[config.mk]
export PLATFORM = sky130hd
export DESIGN_NAME = http2_data_frame_deframer
export DESIGN_NICKNAME = d
export VERILOG_FILES = /design/src/rtl/hdfd_pkg.sv /design/src/rtl/http2_data_frame_deframer.sv /design/src/rtl/hdfd_fifo.sv /design/src/rtl/hdfd_front.sv
export SDC_FILE = /design/constraint.sdc
export NUM_CORES = 1
export LEC_CHECK = 0
export ABC_AREA = 1
export ABC_CLOCK_PERIOD_IN_PS = 3600
export BUFFER_PORTS_ARGS = -buffer_cell sky130_fd_sc_hd__buf_4
export CORE_UTILIZATION = 63
export CTS_CLUSTER_DIAMETER = 120
export DETAILED_ROUTE_END_ITERATION = 6
export PLACE_DENSITY = 0.9
export SYNTH_ARGS = -nofsm -noshare
export SYNTH_HDL_FRONTEND = slang
export SYNTH_SLANG_ARGS = --single-unit
[constraint.sdc]
create_clock -name clk_i -period 3.6 [get_ports clk_i]
set_input_delay 0.36 -clock clk_i [delete_from_list [all_inputs] [get_ports clk_i]]
set_output_delay 0.36 -clock clk_i [all_outputs]
set_load 0.005 [all_outputs]
[src/rtl/hdfd_pkg.sv]
// Shared types and constants for the HTTP/2 DATA frame deframer
package hdfd_pkg;

  localparam logic [7:0] TypeData    = 8'h00;
  localparam logic [7:0] TypeHeaders = 8'h01;
  localparam int unsigned PaddedBit  = 3;     // PADDED flag is 0x08
  localparam int unsigned HeaderBytes = 9;

  typedef enum logic [2:0] {
    StOk           = 3'd0,
    StTooShort     = 3'd1,
    StPadExceeds   = 3'd2,
    StInsufficient = 3'd3,
    StHeaders      = 3'd4,
    StUnsupported  = 3'd5
  } hdfd_status_e;

  typedef struct packed {
    logic [7:0] frame_byte;
    logic       frame_last;
  } hdfd_in_t;

  typedef struct packed {
    logic       has_byte;
    logic [7:0] payload_out;
    logic       frame_end;
    logic [2:0] frame_status;
  } hdfd_out_t;

endpackage

[src/rtl/http2_data_frame_deframer.sv]
// HTTP/2 DATA frame deframer: byte-wide parser feeding a result queue
//
// Input channel: one frame byte per transaction (push/full), frame_last set on
// the frame's final byte. The 9-byte header gives length, type and flags; the
// stream id is skipped. PADDED DATA frames lose their pad-length byte and
// trailing padding; bytes beyond the declared payload are dropped.
// Result channel (empty/pop): one transaction per DATA payload byte, plus one
// on the frame's last byte carrying frame_end and the status. The consumer
// must throw away a frame whose final status is not ok.
// Throughput: one byte per cycle while full is low. The parser is combinational
// (a 24-bit compare/subtract on the pad byte, a decrement otherwise).
// Results are written to the queue as their bytes are taken and show on out_o in order.
// The queue holds FifoDepth results; full rises only when it is full, so a
// stalled consumer back-pressures the byte stream after FifoDepth results.
// Bytes that give no result never occupy the queue.
// Reset (rst_ni low, asynchronous) empties the queue and clears all frame
// state, so the next byte taken is byte 0 of a new frame.
module http2_data_frame_deframer #(
  parameter int unsigned FifoDepth = 4
) (
  input  logic               clk_i,
  input  logic               rst_ni,
  input  logic               push,
  output logic               full,
  input  hdfd_pkg::hdfd_in_t  in_i,
  output logic               empty,
  input  logic               pop,
  output hdfd_pkg::hdfd_out_t out_o
);
  import hdfd_pkg::*;

  localparam int unsigned ResW = $bits(hdfd_out_t);

  logic      accept;
  logic      res_valid;
  hdfd_out_t res;
  logic      q_full;

  // a byte is taken whenever the queue has room, result or not
  assign accept = push && !q_full;
  assign full   = q_full;

  hdfd_front u_front (
    .clk_i       (clk_i),
    .rst_ni      (rst_ni),
    .accept_i    (accept),
    .item_i      (in_i),
    .res_valid_o (res_valid),
    .res_o       (res)
  );

  hdfd_fifo #(
    .Width (ResW),
    .Depth (FifoDepth)
  ) u_fifo (
    .clk_i     (clk_i),
    .rst_ni    (rst_ni),
    .wr_en_i   (res_valid),
    .wr_data_i (res),
    .full_o    (q_full),
    .rd_en_i   (pop),
    .rd_data_o (out_o),
    .empty_o   (empty)
  );

endmodule

[src/rtl/hdfd_fifo.sv]
// Register-based result queue between the parser and the output side
module hdfd_fifo #(
  parameter int unsigned Width = 13,
  parameter int unsigned Depth = 4
) (
  input  logic             clk_i,
  input  logic             rst_ni,
  input  logic             wr_en_i,
  input  logic [Width-1:0] wr_data_i,
  output logic             full_o,
  input  logic             rd_en_i,
  output logic [Width-1:0] rd_data_o,
  output logic             empty_o
);

  localparam int unsigned PtrW = (Depth > 1) ? $clog2(Depth) : 1;
  localparam int unsigned CntW = $clog2(Depth + 1);
  localparam logic [PtrW-1:0] LastPtr = PtrW'(Depth - 1);
  localparam logic [CntW-1:0] FullCnt = CntW'(Depth);

  logic [Width-1:0] mem_q [Depth];
  logic [PtrW-1:0]  wptr_q, wptr_d, rptr_q, rptr_d;
  logic [CntW-1:0]  cnt_q, cnt_d;
  logic             do_wr, do_rd;

  assign full_o    = (cnt_q == FullCnt);
  assign empty_o   = (cnt_q == '0);
  assign do_wr     = wr_en_i && !full_o;
  assign do_rd     = rd_en_i && !empty_o;
  assign rd_data_o = mem_q[rptr_q];

  always_comb begin
    wptr_d = wptr_q;
    rptr_d = rptr_q;
    cnt_d  = cnt_q;
    if (do_wr) begin
      wptr_d = (wptr_q == LastPtr) ? '0 : wptr_q + PtrW'(1);
    end
    if (do_rd) begin
      rptr_d = (rptr_q == LastPtr) ? '0 : rptr_q + PtrW'(1);
    end
    if (do_wr && !do_rd) begin
      cnt_d = cnt_q + CntW'(1);
    end else if (do_rd && !do_wr) begin
      cnt_d = cnt_q - CntW'(1);
    end
  end

  always_ff @(posedge clk_i or negedge rst_ni) begin
    if (!rst_ni) begin
      wptr_q <= '0;
      rptr_q <= '0;
      cnt_q  <= '0;
    end else begin
      wptr_q <= wptr_d;
      rptr_q <= rptr_d;
      cnt_q  <= cnt_d;
    end
  end

  always_ff @(posedge clk_i) begin
    if (do_wr) begin
      mem_q[wptr_q] <= wr_data_i;
    end
  end

endmodule

[src/rtl/hdfd_front.sv]
// Frame parser: tracks header fields and turns each byte into a result record
module hdfd_front (
  input  logic              clk_i,
  input  logic              rst_ni,
  input  logic              accept_i,
  input  hdfd_pkg::hdfd_in_t item_i,
  output logic              res_valid_o,
  output hdfd_pkg::hdfd_out_t res_o
);
  import hdfd_pkg::*;

  // Position saturates at PosSat: every position past the pad byte behaves alike
  localparam logic [3:0] PosSat = 4'(HeaderBytes + 1);
  localparam logic [3:0] PosPad = 4'(HeaderBytes);
  localparam logic [3:0] PosEnd = 4'(HeaderBytes - 1);

  logic [3:0]  pos_q, pos_d;
  logic [23:0] len_q, len_d;
  logic        data_q, data_d;
  logic        hdrs_q, hdrs_d;
  logic        padded_q, padded_d;
  logic [23:0] rem_q, rem_d;
  logic        bad_q, bad_d;

  logic [7:0]   b;
  logic [24:0]  need;
  logic         hb;
  hdfd_status_e status;

  assign b    = item_i.frame_byte;
  assign need = {17'd0, b} + 25'd1;

  always_comb begin
    len_d    = len_q;
    data_d   = data_q;
    hdrs_d   = hdrs_q;
    padded_d = padded_q;
    rem_d    = rem_q;
    bad_d    = bad_q;
    hb       = 1'b0;

    if (pos_q < 4'd3) begin
      len_d = {len_q[15:0], b};
    end else if (pos_q == 4'd3) begin
      data_d = (b == TypeData);
      hdrs_d = (b == TypeHeaders);
    end else if (pos_q == 4'd4) begin
      padded_d = b[PaddedBit];
      rem_d    = b[PaddedBit] ? '0 : len_q;
    end else if (pos_q >= PosPad && data_q) begin
      if (padded_q && pos_q == PosPad) begin
        if ({1'b0, len_q} < need) begin
          bad_d = 1'b1;
          rem_d = '0;
        end else begin
          rem_d = 24'({1'b0, len_q} - need);
        end
      end else if (rem_q != '0 && !bad_q) begin
        hb    = 1'b1;
        rem_d = rem_q - 24'd1;
      end
    end

    priority if (pos_q < PosEnd) begin
      status = StTooShort;
    end else if (hdrs_q) begin
      status = StHeaders;
    end else if (!data_q) begin
      status = StUnsupported;
    end else if (padded_q && pos_q == PosEnd) begin
      status = StInsufficient;
    end else if (bad_d) begin
      status = StPadExceeds;
    end else if (rem_d != '0) begin
      status = StInsufficient;
    end else begin
      status = StOk;
    end

    pos_d = (pos_q == PosSat) ? pos_q : pos_q + 4'd1;
  end

  assign res_valid_o        = accept_i && (hb || item_i.frame_last);
  assign res_o.has_byte     = hb;
  assign res_o.payload_out  = hb ? b : 8'd0;
  assign res_o.frame_end    = item_i.frame_last;
  assign res_o.frame_status = item_i.frame_last ? status : StOk;

  always_ff @(posedge clk_i or negedge rst_ni) begin
    if (!rst_ni) begin
      pos_q    <= '0;
      len_q    <= '0;
      data_q   <= 1'b1;   // cleared type byte reads as DATA
      hdrs_q   <= 1'b0;
      padded_q <= 1'b0;
      rem_q    <= '0;
      bad_q    <= 1'b0;
    end else if (accept_i) begin
      if (item_i.frame_last) begin
        pos_q    <= '0;
        len_q    <= '0;
        data_q   <= 1'b1;
        hdrs_q   <= 1'b0;
        padded_q <= 1'b0;
        rem_q    <= '0;
        bad_q    <= 1'b0;
      end else begin
        pos_q    <= pos_d;
        len_q    <= len_d;
        data_q   <= data_d;
        hdrs_q   <= hdrs_d;
        padded_q <= padded_d;
        rem_q    <= rem_d;
        bad_q    <= bad_d;
      end
    end
  end

endmodule

Word-level counts from Yosys, hierarchy flattened
Memories as Yosys holds them, arrays and structs flattened.
Cells that the tools add are included.
{ "classes": {"n_addsub": 8, "n_lt_le_gt_ge": 4, "reduce_logical": 28, "n_mux": 50, "n_eq_ne": 12} }
{ "op_table": {"columns": ["cell", "count"], "rows": [
  ["2-to-1 mux 24 bit", 11],
  ["nonzero test 24 bit", 2],
  ["less-than comparator 24 x 25 -> 1 bit", 1],
  ["2-to-1 mux 1 bit", 25],
  ["2-to-1 mux 3 bit", 8],
  ["subtractor 24 x 1 -> 24 bit (second input constant)", 1],
  ["subtractor 24 bit", 1],
  ["equality test 4 bit (second input constant)", 3],
  ["logical AND 1 bit", 10],
  ["adder 8 x 1 -> 9 bit (second input constant)", 1],
  ["equality test 8 x 1 -> 1 bit (second input constant)", 1],
  ["logical NOT 8 bit", 1],
  ["2-to-1 mux 4 bit", 2],
  ["2-to-1 mux 8 bit", 1],
  ["nonzero test 2 bit", 4],
  ["2-to-1 mux 2 bit", 3],
  ["!= test 2 bit (second input constant)", 3],
  ["logical NOT 1 bit", 5],
  ["adder 2 x 1 -> 2 bit (second input constant)", 2],
  ["adder 4 x 1 -> 4 bit (second input constant)", 1],
  ["equality test 2 bit (second input constant)", 2],
  ["equality test 4 x 2 -> 1 bit (second input constant)", 1],
  ["equality test 4 x 3 -> 1 bit (second input constant)", 1],
  ["greater-or-equal comparator 4 bit (second input constant)", 1],
  ["other kinds (10)", 11]
]} }
{ "totals": {"memories": 1, "register_bits": 63, "ramBits": 52, "word_cells": 113} }
{ "memory_table": {"columns": ["name", "words", "width", "rd", "rd_ports_with_merged_regs", "write_ports", "line", "rtl"], "rows": [
  ["u_fifo.mem_q", 4, 13, 1, 0, 1, "hdfd_fifo.sv:21", "logic [Width-1:0] mem_q [Depth];"]
]} }

Logic depth before layout (Yosys ltp)
{ "depth": {"depth_word": 16, "mapped_depth": 27, "ltp_nobuf": 27} }

Modules after synthesis
A second synthesis with hierarchy kept.
{ "unflattened": {"hier_cells": 1126, "area_unflattened_um2": 8152.8} }
{ "modules_own_cells": {"columns": ["mod", "cells_per_inst", "area_each_um2", "n_inst"], "rows": [
  ["hdfd_front", 912, 5529.1, 1],
  ["hdfd_fifo", 212, 2613.8, 1],
  ["http2_data_frame_deframer", 2, 10.0, 1]
]} }

Worst setup path before layout
No wires, ideal clock.
{ "synth_timing": {"path_kind": "input to register", "startpoint": "input port in_i[2] (netlist bit)", "endpoint": "memory u_fifo.mem_q[0][1], data pin", "path_stages": 25, "required_ns": 3.342, "setup_ns": 0.258, "path_slack_ns": 0.373, "arrival_time_ns": 2.969, "cell_sequence": "inv_1 > nor3_1 > nand3_1 > nor3_1 > xor2_1 > ha_1 > nand2_1 > inv_2 > a21oi_1 > nand3_2 > nor2_4 > nor2_4 > buf_6 > nand3_1 > nand3_1 > nand2_1 > nand2_1 > nor2_1 > nand2_1 > nor2_1 > nand3_1 > nor2_1 > nand2_1 > nand4_1 > inv_1"} }
{ "synth_lines": {"columns": ["item", "line", "rtl"], "rows": [
  ["start, declared", "http2_data_frame_deframer.sv:25", "input hdfd_pkg::hdfd_in_t in_i,"],
  ["end, declared", "hdfd_fifo.sv:21", null]
]} }

==> results_dict.tcl <==
set metrics [dict create \
    status "complete, no violations" \
    arrival_ns 3.43 \
    finalCriticalPeriod_ns 3.28 \
    coreArea_um2 11700 \
    endpoint_kind "flop" \
    antennaDiodeCount 0 \
    num_vias 7697 \
    whs_ns 0.0288 \
    slowest_delay_ns 0.30 \
    grt_overflow 0 \
    routed_wl_um 22100 \
    syn_area_um2 7670 \
    final_util_pct 74.6 \
    grt_max_degree 64 \
    h-tree-depth 4 \
    post-cts-setup-buffer-count 0 \
    final_cell_mix "nand2_1 (306), nor2_1 (137), inv_1 (116)" \
    placedCellCount 1233 \
    synth_nets 1109 \
    ant_nets 0 \
    area_growth_pct 13.5 \
    ctsHoldBuffers 0 \
    worstSkewPairLatency_ns 0.42 \
    grtUsageTotal_pct 36.5 \
    skew_ns 0.00825 \
    setup_tns_ns 0 \
    ios 28 \
    final_common_cell "nand2_1" \
    cts_max_path_buffers 2 \
    antenna_found_initial 0 \
    cts_num_sinks 115 \
    path_class "in2reg" \
    r2r_slack_ns 0.38 \
    routedWlPerCell_um 17.5 \
    final_hold_viol_count 0 \
    worstMarginPinSlew_ns 1.04 \
    yosys_warnings 0 \
    hold_path_class "in2async" \
    place.gp.congestion 0.989 \
    cp_common_cell "nand2_1" \
    p_total_uw 9090 \
    drive_gt1_share_pct 9.89 \
    viasPerCell 6.08 \
    synth_cells 1069 \
    fmax_mhz 305 \
    nets 1150 \
    die_area_um2 12600 \
    crit_fanout 12 \
    root_buffer "clkbuf_16" \
    die_x_um 112 \
    rsz0062_at_grt "false" \
    setup_viol 0 \
    layout.cells.non_filler 1265 \
    drc 0 \
    dr.first_iter.drc_count 888 \
    ys_seq_area_share_pct 40.9 \
    initial_core_util_pct 65.7 \
    start_kind "input port" \
    maxSlewViolCount 0 \
    fillerInstances 815 \
    p_leak_uw 0.00426 \
    dr.pass1.iters 7 \
    required_ns 3.76 \
    avgSynthCellArea_um2 7.17 \
    worst_path_max_delay_cell "ha_1" \
    peakVddDrop_mv 0.655 \
    hpwlAfterDp_um 15400 \
    p_per_area_nw_per_um2 1040 \
    grt_pass1_wl_um 35700 \
    cts_tree "built" \
    slew_headroom_pct 30.7 \
    ys_seq_elements 115 \
    grt_pass1_vias 7142 \
    yosysUniqueCellTypes 41 \
    core.rowCount 39 \
    die_h_um 112 \
    numPortBuffers 27 \
    fin_crit_sh_pct 91.0 \
    cts_buffers 17 \
    path_clk_slew_ns 0.06 \
    cap_violations 0 \
]
[path summary, 6_finish.rpt]
| path | from | to | depth (start not counted) |
|---|---|---|---|
| worst max-delay path | in_i[3] | u_fifo.mem_q[1][1] | 25 |
| worst min-delay path | rst_ni | u_front.len_q[16] | 1 |
| worst max register to register | u_front.len_q[0] | u_fifo.mem_q[1][1] | 22 |
| worst min register to register | u_fifo.cnt_q[0] | u_fifo.cnt_q[0] | 1 |
| max in group asynchronous | rst_ni | u_front.rem_q[13] | 1 |
| min in group clk_i | in_i[0] | u_fifo.mem_q[3][3] | 1 |
[power by group]
group	internal, uW	switching, uW
Combinational	1820	3600
Sequential	1640	281
Clock	1090	652
Total	4560	4540
[final cells by class]
class                   count  area, um^2  area share [%]
inverters                 122         458            5.26
repair buffers             54         405            4.66
clock buffers              17         425            4.89
multi-input cells         800        3920            45.0
flip-flops and latches    115        3140            36.1
clock inverters            14         178            2.04
well taps                 143         179            2.06
[critical path, delay by kind of cell]
| kind | cells | cell delay, ns |
|---|---|---|
| buffers and inverters | 4 | 0.26 |
| AND/OR/NAND/NOR | 18 | 2.13 |
| adder cells (fa/ha/maj) | 1 | 0.30 |
| AO/OA/AOI/OAI | 1 | 0.22 |
| XOR/XNOR | 1 | 0.17 |
[cell families (layout without fill, tap and decap cells)]
logic type / count (synthesis) / in the layout / share of synthesized area, %
AND/OR/NAND/NOR: 605 / 606 / 33.5
XOR/XNOR: 20 / 20 / 2.28
multiplexers: 1 / 1 / 0.147
buffers and inverters: 155 / 207 / 8.14
AO/OA/AOI/OAI: 146 / 146 / 10.4
flip-flops: 115 / 115 / 40.9
adder cells (fa/ha/maj): 27 / 27 / 4.60
[stage by stage]
stage,instance area [um^2],worst slack (ns)
final,8700,0.324
after floorplan,7670,0.373
after detailed placement,8090,-0.168
after global placement,8090,-0.0175
after CTS,8690,0.220
after global routing,8700,0.0308
[sequential cells by signal, indices dropped and copies added, names as in the netlist]
signal	cells
u_fifo.mem_q	52
u_front.padded_q	1
u_front.hdrs_q	1
u_front.pos_q	4
u_fifo.cnt_q	3
u_front.data_q	1
u_front.bad_q	1
u_fifo.rptr_q	2
u_front.len_q	24
u_front.rem_q	24
u_fifo.wptr_q	2
[what timing repair did]
| item | CTS | global route |
|---|---|---|
| setup endpoints to repair | 0 | 8 |
| hold endpoints to repair | 0 | 0 |
| gates resized for setup | 0 | 2 |
[metal layers]
| layer | up-vias | track usage, % | wire, um |
|---|---|---|---|
| met3 | 68 | 6.53 | 2450 |
| met2 | 497 | 55.5 | 9760 |
| met5 | - | 0 | 0 |
| li1 | 3606 | - | - |
| met4 | 0 | 13.4 | 591 |
| met1 | 3526 | 52.8 | 9290 |
[Yosys cell counts]
master | instances | area (um^2)
a21oi_1 | 33 | 165
or2_2 | 1 | 6.26
buf_6 | 4 | 45.0
dfstp_2 | 1 | 26.3
buf_4 | 2 | 15.0
edfxtp_1 | 52 | 1560
inv_2 | 6 | 22.5
nand4_1 | 18 | 113
ha_1 | 25 | 313
nor3_1 | 9 | 45.0
nor2_2 | 5 | 31.3
o22ai_1 | 36 | 225
mux2_2 | 1 | 11.3
buf_2 | 4 | 20.0
xnor2_1 | 5 | 43.8
nor2b_1 | 1 | 6.26
nand4_2 | 1 | 12.5
nand2_2 | 1 | 6.26
o31ai_1 | 1 | 7.51
nor4_1 | 2 | 12.5
inv_1 | 116 | 435
a31o_2 | 1 | 8.76
a21boi_1 | 1 | 7.51
nand2_1 | 306 | 1150
o21ai_0 | 69 | 345
nor3_4 | 1 | 16.3
a32o_1 | 1 | 10.0
nand3b_1 | 1 | 7.51
fa_1 | 2 | 40.0
nor3b_1 | 2 | 15.0
nand3_2 | 2 | 20.0
xor2_1 | 15 | 131
nand3_1 | 114 | 571
a31oi_1 | 2 | 12.5
o21ai_1 | 1 | 5.00
clkbuf_1 | 23 | 86.3
dfrtp_1 | 62 | 1550
a21boi_0 | 1 | 7.51
nor2_1 | 137 | 514
nor2_4 | 3 | 33.8
nand2_4 | 1 | 11.3
(Power assumes the default switching activity.)
